===== config.mk =====
export PLATFORM = sky130hd
export DESIGN_NAME = oscillator_divider_solver_core
export DESIGN_NICKNAME = d
export VERILOG_FILES = /design/src/sv/odsv_pkg.sv /design/src/sv/oscillator_divider_solver_core.sv /design/src/sv/odsv_search.sv /design/src/sv/odsv_muldiv.sv
export SDC_FILE = /design/constraint.sdc
export NUM_CORES = 2
export LEC_CHECK = 0
export BUFFER_PORTS_ARGS = -buffer_cell sky130_fd_sc_hd__buf_2
export CORE_ASPECT_RATIO = 0.5
export CORE_MARGIN = 2
export CORE_UTILIZATION = 45
export DETAILED_ROUTE_END_ITERATION = 6
export GPL_ROUTABILITY_DRIVEN = 0
export GPL_TIMING_DRIVEN = 1
export SYNTH_ARGS = -nofsm -noshare
export SYNTH_HDL_FRONTEND = slang
export SYNTH_SLANG_ARGS = --single-unit

===== constraint.sdc =====
create_clock -name clk_i -period 8.68 [get_ports clk_i]
set_input_delay 1.736 -clock clk_i [delete_from_list [all_inputs] [get_ports clk_i]]
set_output_delay 1.736 -clock clk_i [all_outputs]
set_load 0.1 [all_outputs]

===== src/sv/odsv_pkg.sv =====
// Shared types, constants and tables for the oscillator divider solver.
`timescale 1ns / 1ps

package odsv_pkg;

  localparam int unsigned WordW   = 48;
  localparam int unsigned FreqW   = 31;
  localparam int unsigned HsW     = 4;
  localparam int unsigned N1W     = 8;
  localparam int unsigned RfW     = 38;
  localparam int unsigned StatusW = 2;
  localparam int unsigned HnW     = 11;
  localparam int unsigned FhW     = FreqW + HsW;
  localparam int unsigned McW     = FhW + N1W;
  localparam int unsigned RefW    = 28;
  localparam int unsigned DcoW    = 33;
  localparam int unsigned HsIdxW  = 3;

  localparam logic [RefW-1:0] RefHz    = 28'd156250000;
  localparam logic [DcoW-1:0] DcoMinHz = 33'd4850000000;
  localparam logic [DcoW-1:0] DcoMaxHz = 33'd5670000000;
  localparam logic [HsIdxW-1:0] HsLastIdx = 3'd5;

  typedef struct packed {
    logic [WordW-1:0] current_settings;
    logic [FreqW-1:0] requested_freq_hz;
  } in_t;

  typedef struct packed {
    logic [WordW-1:0]   new_settings;
    logic [HsW-1:0]     high_speed_divider;
    logic [N1W-1:0]     output_divider;
    logic [RfW-1:0]     fraction_multiplier;
    logic [StatusW-1:0] status;
  } out_t;

  typedef enum logic [StatusW-1:0] {
    ST_OK,
    ST_ZERO_FREQ,
    ST_NO_FIT,
    ST_RANGE
  } status_e;

  typedef enum logic [2:0] {
    C_IDLE,
    C_KEEP1,
    C_KEEP2,
    C_SEARCH,
    C_CALC,
    C_FINISH
  } ctrl_state_e;

  typedef enum logic [1:0] {
    SR_IDLE,
    SR_LOAD,
    SR_STEP,
    SR_DONE
  } srch_state_e;

  typedef enum logic [2:0] {
    MD_IDLE,
    MD_PREP1,
    MD_PREP2,
    MD_MUL,
    MD_DIV,
    MD_DONE
  } md_state_e;

  typedef struct packed {
    logic           done;
    logic           found;
    logic [HsW-1:0] hs;
    logic [N1W-1:0] n1;
  } srch_res_t;

  typedef struct packed {
    logic [FreqW-1:0] freq;
    logic [HsW-1:0]   hs;
    logic [N1W-1:0]   n1;
    logic [HsW-1:0]   hs_old;
    logic [N1W-1:0]   n1_old;
    logic [RfW-1:0]   rf_old;
  } md_req_t;

  typedef struct packed {
    logic           done;
    logic           ovf;
    logic [RfW-1:0] q;
  } md_res_t;

  function automatic logic [HsW-1:0] hs_table(logic [HsIdxW-1:0] idx);
    logic [HsW-1:0] v;
    case (idx)
      3'd0:    v = 4'd11;
      3'd1:    v = 4'd9;
      3'd2:    v = 4'd7;
      3'd3:    v = 4'd6;
      3'd4:    v = 4'd5;
      default: v = 4'd4;
    endcase
    return v;
  endfunction

endpackage


===== src/sv/oscillator_divider_solver_core.sv =====
// Top level of the oscillator divider solver: control sequencer and result register.
`timescale 1ns / 1ps

// One transaction takes a 48-bit divider register word and a requested frequency and returns
// one result: the new packed word, the chosen dividers, the new multiplier and a status. The
// block handles one transaction at a time and is not ready while it works. The divider search
// steps through the high-speed dividers in turn with one subtraction per candidate output
// divider, and the new multiplier is then computed by shift-and-add multiplication and
// restoring division on the same shared adder. A zero frequency skips both steps. The
// finished result waits in an output register, and a new transaction is accepted while it
// waits.
module oscillator_divider_solver_core import odsv_pkg::*; (
  input  logic clk_i,
  input  logic rst_ni,
  input  logic in_valid_i,
  output logic in_ready_o,
  input  in_t  in_data_i,
  output logic out_valid_o,
  input  logic out_ready_i,
  output out_t out_data_o
);

  localparam int unsigned KpW = McW;

  ctrl_state_e      state_q, state_d;
  status_e          status_q, status_d;
  logic [WordW-1:0] word_q, word_d;
  logic [FreqW-1:0] freq_q, freq_d;
  logic [FhW-1:0]   kp1_q, kp1_d;
  logic [HsW-1:0]   hs_q, hs_d;
  logic [N1W-1:0]   n1_q, n1_d;
  logic [RfW-1:0]   rf_q, rf_d;
  logic             out_valid_q, out_valid_d;
  out_t             out_q, out_d;
  logic             load_out;
  logic             srch_start, md_start;
  srch_res_t        srch_res;
  md_req_t          md_req;
  md_res_t          md_res;
  logic [HsW-1:0]   hs_old;
  logic [N1W-1:0]   n1_old;
  logic [RfW-1:0]   rf_old;
  logic [KpW-1:0]   kprod;
  logic             keep;

  assign hs_old = {1'b0, word_q[47:45]} + 4'd4;
  assign n1_old = {1'b0, word_q[44:38]} + 8'd1;
  assign rf_old = word_q[RfW-1:0];
  assign kprod  = KpW'(kp1_q) * KpW'(n1_old);
  assign keep   = (kprod >= KpW'(DcoMinHz)) && (kprod <= KpW'(DcoMaxHz));

  assign md_req.freq   = freq_q;
  assign md_req.hs     = hs_q;
  assign md_req.n1     = n1_q;
  assign md_req.hs_old = hs_old;
  assign md_req.n1_old = n1_old;
  assign md_req.rf_old = rf_old;

  odsv_search u_search (
    .clk_i   (clk_i),
    .rst_ni  (rst_ni),
    .start_i (srch_start),
    .freq_i  (freq_q),
    .res_o   (srch_res)
  );

  odsv_muldiv u_muldiv (
    .clk_i   (clk_i),
    .rst_ni  (rst_ni),
    .start_i (md_start),
    .req_i   (md_req),
    .res_o   (md_res)
  );

  always_ff @(posedge clk_i or negedge rst_ni) begin
    if (!rst_ni) begin
      state_q     <= C_IDLE;
      status_q    <= ST_OK;
      out_valid_q <= 1'b0;
    end else begin
      state_q     <= state_d;
      status_q    <= status_d;
      out_valid_q <= out_valid_d;
    end
  end

  always_ff @(posedge clk_i) begin
    word_q <= word_d;
    freq_q <= freq_d;
    kp1_q  <= kp1_d;
    hs_q   <= hs_d;
    n1_q   <= n1_d;
    rf_q   <= rf_d;
    out_q  <= out_d;
  end

  always_comb begin
    state_d    = state_q;
    status_d   = status_q;
    word_d     = word_q;
    freq_d     = freq_q;
    kp1_d      = kp1_q;
    hs_d       = hs_q;
    n1_d       = n1_q;
    rf_d       = rf_q;
    srch_start = 1'b0;
    md_start   = 1'b0;
    load_out   = 1'b0;
    case (state_q)
      C_IDLE: begin
        if (in_valid_i) begin
          word_d   = in_data_i.current_settings;
          freq_d   = in_data_i.requested_freq_hz;
          status_d = ST_OK;
          state_d  = C_KEEP1;
        end
      end
      C_KEEP1: begin
        kp1_d   = FhW'(freq_q) * FhW'(hs_old);
        state_d = C_KEEP2;
      end
      C_KEEP2: begin
        if (freq_q == '0) begin
          status_d = ST_ZERO_FREQ;
          state_d  = C_FINISH;
        end else if (keep) begin
          hs_d = hs_old;
          n1_d = n1_old;
          if (rf_old == '0) begin
            status_d = ST_RANGE;
            state_d  = C_FINISH;
          end else begin
            md_start = 1'b1;
            state_d  = C_CALC;
          end
        end else begin
          srch_start = 1'b1;
          state_d    = C_SEARCH;
        end
      end
      C_SEARCH: begin
        if (srch_res.done) begin
          if (!srch_res.found) begin
            status_d = ST_NO_FIT;
            state_d  = C_FINISH;
          end else begin
            hs_d = srch_res.hs;
            n1_d = srch_res.n1;
            if (rf_old == '0) begin
              status_d = ST_RANGE;
              state_d  = C_FINISH;
            end else begin
              md_start = 1'b1;
              state_d  = C_CALC;
            end
          end
        end
      end
      C_CALC: begin
        if (md_res.done) begin
          rf_d     = md_res.q;
          status_d = md_res.ovf ? ST_RANGE : ST_OK;
          state_d  = C_FINISH;
        end
      end
      C_FINISH: begin
        if (!out_valid_q || out_ready_i) begin
          load_out = 1'b1;
          state_d  = C_IDLE;
        end
      end
      default: begin
        state_d = C_IDLE;
      end
    endcase
  end

  always_comb begin
    out_d = out_q;
    if (load_out) begin
      if (status_q != ST_OK) begin
        out_d.new_settings        = word_q;
        out_d.high_speed_divider  = hs_old;
        out_d.output_divider      = n1_old;
        out_d.fraction_multiplier = rf_old;
      end else begin
        out_d.new_settings        = {3'(hs_q - 4'd4), 7'(n1_q - 8'd1), rf_q};
        out_d.high_speed_divider  = hs_q;
        out_d.output_divider      = n1_q;
        out_d.fraction_multiplier = rf_q;
      end
      out_d.status = status_q;
    end
  end

  always_comb begin
    out_valid_d = out_valid_q;
    if (out_valid_q && out_ready_i) begin
      out_valid_d = 1'b0;
    end
    if (load_out) begin
      out_valid_d = 1'b1;
    end
  end

  assign in_ready_o  = (state_q == C_IDLE);
  assign out_valid_o = out_valid_q;
  assign out_data_o  = out_q;

  // The multiplier and divider report completion only while the sequencer waits for it.
  a_md_done_in_calc : assert property (@(posedge clk_i) disable iff (!rst_ni)
    md_res.done |-> state_q == C_CALC)
    else $error("multiplier and divider finished outside the calculation phase");

  // The divider search reports completion only while the sequencer waits for it.
  a_srch_done_in_search : assert property (@(posedge clk_i) disable iff (!rst_ni)
    srch_res.done |-> state_q == C_SEARCH)
    else $error("divider search finished outside the search phase");

  // A successful result always carries dividers within the oscillator's legal ranges.
  a_ok_dividers_legal : assert property (@(posedge clk_i) disable iff (!rst_ni)
    (out_valid_o && out_data_o.status == ST_OK) |->
      (out_data_o.high_speed_divider >= 4'd4 && out_data_o.high_speed_divider <= 4'd11 &&
       out_data_o.output_divider >= 8'd1 && out_data_o.output_divider <= 8'd128))
    else $error("successful result with an out-of-range divider");

endmodule


===== src/sv/odsv_search.sv =====
// Sequential search for a high-speed divider and output divider that fit the DCO band.
`timescale 1ns / 1ps

module odsv_search import odsv_pkg::*; (
  input  logic             clk_i,
  input  logic             rst_ni,
  input  logic             start_i,
  input  logic [FreqW-1:0] freq_i,
  output srch_res_t        res_o
);

  localparam int unsigned AccW = FhW + 7;

  srch_state_e        state_q, state_d;
  logic [HsIdxW-1:0]  idx_q, idx_d;
  logic [FhW-1:0]     p_q, p_d;
  logic [AccW-1:0]    acc_q, acc_d;
  logic [N1W-1:0]     nv_q, nv_d;
  logic               found_q, found_d;
  logic [FhW-1:0]     prod;
  logic               below, above;
  logic [AccW-1:0]    step;

  always_ff @(posedge clk_i or negedge rst_ni) begin
    if (!rst_ni) begin
      state_q <= SR_IDLE;
      idx_q   <= '0;
      found_q <= 1'b0;
    end else begin
      state_q <= state_d;
      idx_q   <= idx_d;
      found_q <= found_d;
    end
  end

  always_ff @(posedge clk_i) begin
    p_q   <= p_d;
    acc_q <= acc_d;
    nv_q  <= nv_d;
  end

  assign prod  = FhW'(freq_i) * FhW'(hs_table(idx_q));
  assign below = acc_q < AccW'(DcoMinHz);
  assign above = acc_q > AccW'(DcoMaxHz);
  assign step  = (nv_q == 8'd2) ? AccW'(p_q) : AccW'({p_q, 1'b0});

  always_comb begin
    state_d = state_q;
    idx_d   = idx_q;
    p_d     = p_q;
    acc_d   = acc_q;
    nv_d    = nv_q;
    found_d = found_q;
    case (state_q)
      SR_IDLE: begin
        if (start_i) begin
          idx_d   = '0;
          found_d = 1'b0;
          state_d = SR_LOAD;
        end
      end
      SR_LOAD: begin
        p_d     = prod;
        acc_d   = {prod, 7'b0};
        nv_d    = 8'd128;
        state_d = SR_STEP;
      end
      SR_STEP: begin
        if (below || (above && nv_q == 8'd1)) begin
          if (idx_q == HsLastIdx) begin
            found_d = 1'b0;
            state_d = SR_DONE;
          end else begin
            idx_d   = idx_q + 3'd1;
            state_d = SR_LOAD;
          end
        end else if (!above) begin
          found_d = 1'b1;
          state_d = SR_DONE;
        end else begin
          acc_d = acc_q - step;
          nv_d  = (nv_q == 8'd2) ? 8'd1 : nv_q - 8'd2;
        end
      end
      SR_DONE: begin
        state_d = SR_IDLE;
      end
      default: begin
        state_d = SR_IDLE;
      end
    endcase
  end

  assign res_o.done  = (state_q == SR_DONE);
  assign res_o.found = found_q;
  assign res_o.hs    = hs_table(idx_q);
  assign res_o.n1    = nv_q;

endmodule


===== src/sv/odsv_muldiv.sv =====
// Serial multiplier and restoring divider that compute the new frequency multiplier.
`timescale 1ns / 1ps

module odsv_muldiv import odsv_pkg::*; (
  input  logic    clk_i,
  input  logic    rst_ni,
  input  logic    start_i,
  input  md_req_t req_i,
  output md_res_t res_o
);

  localparam int unsigned HiW  = McW;
  localparam int unsigned AddW = McW + 1;
  localparam int unsigned CntW = 7;
  localparam logic [CntW-1:0] MulLast = CntW'(RfW - 1);
  localparam logic [CntW-1:0] DivLast = CntW'(HiW + RfW - 1);

  md_state_e       state_q, state_d;
  logic [CntW-1:0] cnt_q, cnt_d;
  logic [FhW-1:0]  fh_q, fh_d;
  logic [HnW-1:0]  hn_q, hn_d;
  logic [McW-1:0]  mc_q, mc_d;
  logic [RfW-1:0]  d_q, d_d;
  logic [HiW-1:0]  hi_q, hi_d;
  logic [RfW-1:0]  lo_q, lo_d;
  logic [RfW-1:0]  r_q, r_d;
  logic [RfW-1:0]  quo_q, quo_d;
  logic            ovf_q, ovf_d;
  logic [AddW-1:0] opa, opb;
  logic            cin;
  logic [AddW:0]   sum;
  logic [RfW:0]    rs;

  always_ff @(posedge clk_i or negedge rst_ni) begin
    if (!rst_ni) begin
      state_q <= MD_IDLE;
      cnt_q   <= '0;
    end else begin
      state_q <= state_d;
      cnt_q   <= cnt_d;
    end
  end

  always_ff @(posedge clk_i) begin
    fh_q  <= fh_d;
    hn_q  <= hn_d;
    mc_q  <= mc_d;
    d_q   <= d_d;
    hi_q  <= hi_d;
    lo_q  <= lo_d;
    r_q   <= r_d;
    quo_q <= quo_d;
    ovf_q <= ovf_d;
  end

  assign rs = {r_q, hi_q[HiW-1]};

  always_comb begin
    if (state_q == MD_DIV) begin
      opa = AddW'(rs);
      opb = ~AddW'(d_q);
      cin = 1'b1;
    end else begin
      opa = AddW'(hi_q);
      opb = lo_q[0] ? AddW'(mc_q) : '0;
      cin = 1'b0;
    end
  end

  assign sum = {1'b0, opa} + {1'b0, opb} + (AddW + 1)'(cin);

  always_comb begin
    state_d = state_q;
    cnt_d   = cnt_q;
    fh_d    = fh_q;
    hn_d    = hn_q;
    mc_d    = mc_q;
    d_d     = d_q;
    hi_d    = hi_q;
    lo_d    = lo_q;
    r_d     = r_q;
    quo_d   = quo_q;
    ovf_d   = ovf_q;
    case (state_q)
      MD_IDLE: begin
        if (start_i) begin
          state_d = MD_PREP1;
        end
      end
      MD_PREP1: begin
        fh_d    = FhW'(req_i.freq) * FhW'(req_i.hs);
        hn_d    = HnW'(12'(req_i.hs_old) * 12'(req_i.n1_old));
        state_d = MD_PREP2;
      end
      MD_PREP2: begin
        mc_d    = McW'(fh_q) * McW'(req_i.n1);
        d_d     = RfW'(39'(RefHz) * 39'(hn_q));
        hi_d    = '0;
        lo_d    = req_i.rf_old;
        cnt_d   = '0;
        state_d = MD_MUL;
      end
      MD_MUL: begin
        hi_d  = sum[AddW-1:1];
        lo_d  = {sum[0], lo_q[RfW-1:1]};
        cnt_d = cnt_q + 7'd1;
        if (cnt_q == MulLast) begin
          cnt_d   = '0;
          r_d     = '0;
          quo_d   = '0;
          ovf_d   = 1'b0;
          state_d = MD_DIV;
        end
      end
      MD_DIV: begin
        hi_d  = {hi_q[HiW-2:0], lo_q[RfW-1]};
        lo_d  = {lo_q[RfW-2:0], 1'b0};
        r_d   = sum[AddW] ? sum[RfW-1:0] : rs[RfW-1:0];
        quo_d = {quo_q[RfW-2:0], sum[AddW]};
        ovf_d = ovf_q | quo_q[RfW-1];
        cnt_d = cnt_q + 7'd1;
        if (cnt_q == DivLast) begin
          state_d = MD_DONE;
        end
      end
      MD_DONE: begin
        state_d = MD_IDLE;
      end
      default: begin
        state_d = MD_IDLE;
      end
    endcase
  end

  assign res_o.done = (state_q == MD_DONE);
  assign res_o.ovf  = ovf_q;
  assign res_o.q    = quo_q;

endmodule

==> reports/results.txt <==
Core box area = 134000 um2
Endpoints failing setup = 0
Chip Width = 523 um
Post-Syn Instances = 6180
Vias in the first global route = 45100
Area growth, synth to finish = 7.90%
Drt drc = 0
Initial Utilization = 45.3%
Final Net Count = 7358
I/O Buffers = 184
H-Tree Depth = 3
Synth area leader = edfxtp_1
Final std cells w/o fill = 8031
Setup crit end kind = register
Vias = 43900
Slew Limit Headroom = 6.67%
Final Cell Area = 65400 um2
Fraction of layout cells with a size suffix above 1 = 7.33%
RSZ-0062 raised after global routing = no
Max-cap violations = 0
Largest net degree at the start of global routing = 87
Met3 usage = 3.10%
Synth Cell Area = 60600 um2
Syn nets = 7354
Multi-input gate area in the final layout = 38700 um2
CTS tree = yes
Cts hold-fix bufs = 0
Max Freq = 122 MHz
Post-CTS setup buffer count = 0
Top Usage Layer GRT = met2
Leak = 28.8 nW
Hold Fails Final Rpt = 0
Final Cycle Share = 94.4%
Overflow after GRT = 0
Seq cells post-synth = 612
CP startpoint kind = register
Met2 GRT Util = 35.3%
Dpl hpwl = 113 mm
Critical path fanouts, max = 37
Dominant cell by count in the synthesized netlist = nand2_1
Critical path class = reg2reg
CP arrival = 8.76 ns
Power Internal = 4.90 mW
Boundary pin count = 185
Comb power frac = 0.4%
FILL cells = 12300
# diodes = 0
Top cells by area, synth = edfxtp_1 (29%), fa_1 (20%), ha_1 (10%)
Count of cell types in the netlist = 82
Worst-Margin Slew = 1.40 ns
Die ar. = 138000 um2
DR vias/cell = 5.47
P_sw = 1.35 mW
R2r setup slk = 0.48 ns
Final ANT Viol Nets = 0
Ratio of total power to cell area = 95.5 nW/um2
DP Cell Count = 7909
Setup_tns = 0 ns
Syn. warnings = 0
Peak supply drop = 113 uV
Storage cell area = 18300 um2
Post-Syn Area per Cell = 9.81 um2
Worst min-delay path class = reg2reg
CTS buffer count = 67
Chip height = 264 um
Clk_lat worst skew = 0.68 ns
Main synth FF type = edfxtp_1
Iteration-0 DRC Markers = 2989
Status = finished clean
Flop pwr share = 51.1%
GRT met1 Usage = 31.2%
First-pass GRT wire length = 243 mm
DR pass1 iterations = 5
Commonest cells post-synth = nand2_1 (907), inv_1 (672), fa_1 (602)
Initial antenna violation count = 6
Required @ worst endpoint = 9.24 ns
CTS sink cnt = 612
Sw frac = 21.6%
Post-synth top area share = 29.2%
CTS max path bufs = 3
Drt wl/cell = 18.5 um
Pins Over Slew Limit = 0
Clk_skew = 0.0396 ns
Num rows = 95
Ys async rst share = 3.59%
Root buf cell = clkbuf_16
Clock transition at path regs = 0.07 ns
Post-synthesis sequential area ratio = 30.1%
Fin crit period = 8.20 ns
EDFF count, synth = 590
DRT Wirelength = 148 mm
Total GRT Usage = 21.9%
Cell Area, Placed = 63100 um2
Hold_ws = 0.443 ns
Clock share of power = 48.5%
==> through the flow <==
| stage | util, % | worst slack [ns] | power, mW |
|---|---|---|---|
| finish | 48.8 | 0.482 | 6.25 |
| global placement | 47.1 | 0.273 | 3.28 |
| CTS | 48.8 | 0.123 | 6.33 |
| global route | 48.8 | 0.00600 | 6.43 |
| detailed placement | 47.1 | 0.169 | 3.28 |
| floorplan | - | 1.01 | 3.26 |
==> power by group through the flow <==
| stage | sequential [mW] | clock [mW] | combinational (mW) |
|---|---|---|---|
| after floorplan | 3.26 | 0 | 0.00120 |
| after global placement | 3.26 | 0 | 0.0240 |
| after detailed placement | 3.26 | 0 | 0.0242 |
| after CTS | 3.19 | 3.11 | 0.0244 |
| after global routing | 3.19 | 3.22 | 0.0264 |
| final | 3.19 | 3.03 | 0.0239 |
==> critical path, cell delays in order (launching register included) <==
cell      delay [ns]
edfxtp_1        0.42
ha_1            0.25
nand3_1         0.27
nor2_2          0.27
xor2_2          0.17
buf_6           0.28
and2_1          0.20
fa_1            0.45
fa_1            0.53
fa_1            0.55
inv_1           0.05
fa_1            0.53
inv_1           0.04
ha_1            0.37
a21oi_1         0.22
o21ai_1         0.16
or3_1           0.39
nor3_2          0.16
nor3b_1         0.09
nand2b_4        0.18
a311oi_1        0.28
a221oi_1        0.08
or4b_1          0.49
or4_1           0.58
nor3_4          0.31
buf_4           0.25
nand4_1         0.11
a221o_1         0.36
==> path summary, 6_finish.rpt <==
check	from	to	cells after the start
max	word_q[39]	state_q[0]	27
min	u_muldiv.quo_q[33]	rf_q[33]	0
max reg2reg	word_q[39]	state_q[0]	27
min reg2reg	u_muldiv.quo_q[33]	rf_q[33]	0
max in group asynchronous	rst_ni	u_muldiv.cnt_q[2]	1
min in group asynchronous	rst_ni	u_search.idx_q[0]	1
==> cell usage in the layout, fill, tap and decap left out, drive strengths merged, types with 12 or more instances in the layout <==
cell / netlist / layout
o21bai: 47 / 47
a21o: 126 / 126
a211oi: 26 / 26
nor2: 257 / 257
ha: 489 / 489
nand2b: 88 / 88
and2: 450 / 450
clkinv: 2 / 32
mux2i: 76 / 76
nand4: 25 / 25
o31ai: 20 / 20
nand2: 907 / 907
o21a: 53 / 53
nor4: 29 / 29
xor2: 85 / 85
a21oi: 256 / 256
and3: 67 / 67
nand3: 92 / 92
inv: 672 / 676
o211ai: 13 / 13
a31oi: 20 / 20
xnor2: 194 / 194
a21boi: 13 / 13
dfrtp: 22 / 22
mux2: 46 / 46
or3: 17 / 17
nor2b: 73 / 73
edfxtp: 590 / 590
o21ai: 206 / 206
buf: 71 / 249
nor3: 51 / 51
clkbuf: 244 / 77
a22o: 40 / 40
or2: 12 / 12
o22ai: 14 / 14
a22oi: 41 / 41
fa: 602 / 602
==> flip-flops by register name (all words and copies together) (netlist names), 3 cells and up <==
register / cells
rf_q: 38
n1_q: 8
u_muldiv.cnt_q: 7
kp1_q: 35
u_muldiv.fh_q: 35
u_muldiv.r_q: 38
hs_q: 4
out_data_o: 60
freq_q: 31
u_muldiv.state_q: 3
u_search.p_q: 35
state_q: 3
u_search.nv_q: 8
u_muldiv.d_q: 34
u_muldiv.mc_q: 43
u_search.idx_q: 3
word_q: 48
u_muldiv.hi_q: 43
u_search.acc_q: 42
u_muldiv.quo_q: 38
u_muldiv.lo_q: 38
u_muldiv.hn_q: 11
==> cells by family after synthesis <==
family / after synthesis / share of synthesized area, %
fa+ha+maj: 1091 / 30.0
compound gates: 976 / 10.5
simple gates: 2110 / 16.8
buf+inv: 989 / 6.40
other cells: 1 / 0.00618
flops: 612 / 30.1
xor+xnor: 279 / 4.03
mux: 122 / 2.11
==> routing by layer <==
layer  vias to the layer above  routed length (um)  share of wire [%]
met5                         -                  13             0.0088
met1                     22100               69900                 47
met3                       171                7260                4.9
met2                      1007               68300                 46
met4                         2                3030                2.0
li1                      20700                   -                  -
==> layout make-up <==
| type | count | area share, % |
|---|---|---|
| Clock inverter | 46 | 0.878 |
| Sequential cell | 612 | 27.9 |
| Timing Repair Buffer | 250 | 2.19 |
| Tap cell | 1794 | 3.43 |
| Clock buffer | 76 | 2.61 |
| Multi-Input combinational cell | 4579 | 59.1 |
| Inverter | 674 | 3.87 |
==> what timing repair did <==
action | in CTS | in global routing
hold endpoints to repair | 0 | 0
resized for setup | 0 | 11
endpoints found under the setup margin | 0 | 24
Power figures use the tool's default switching activity.
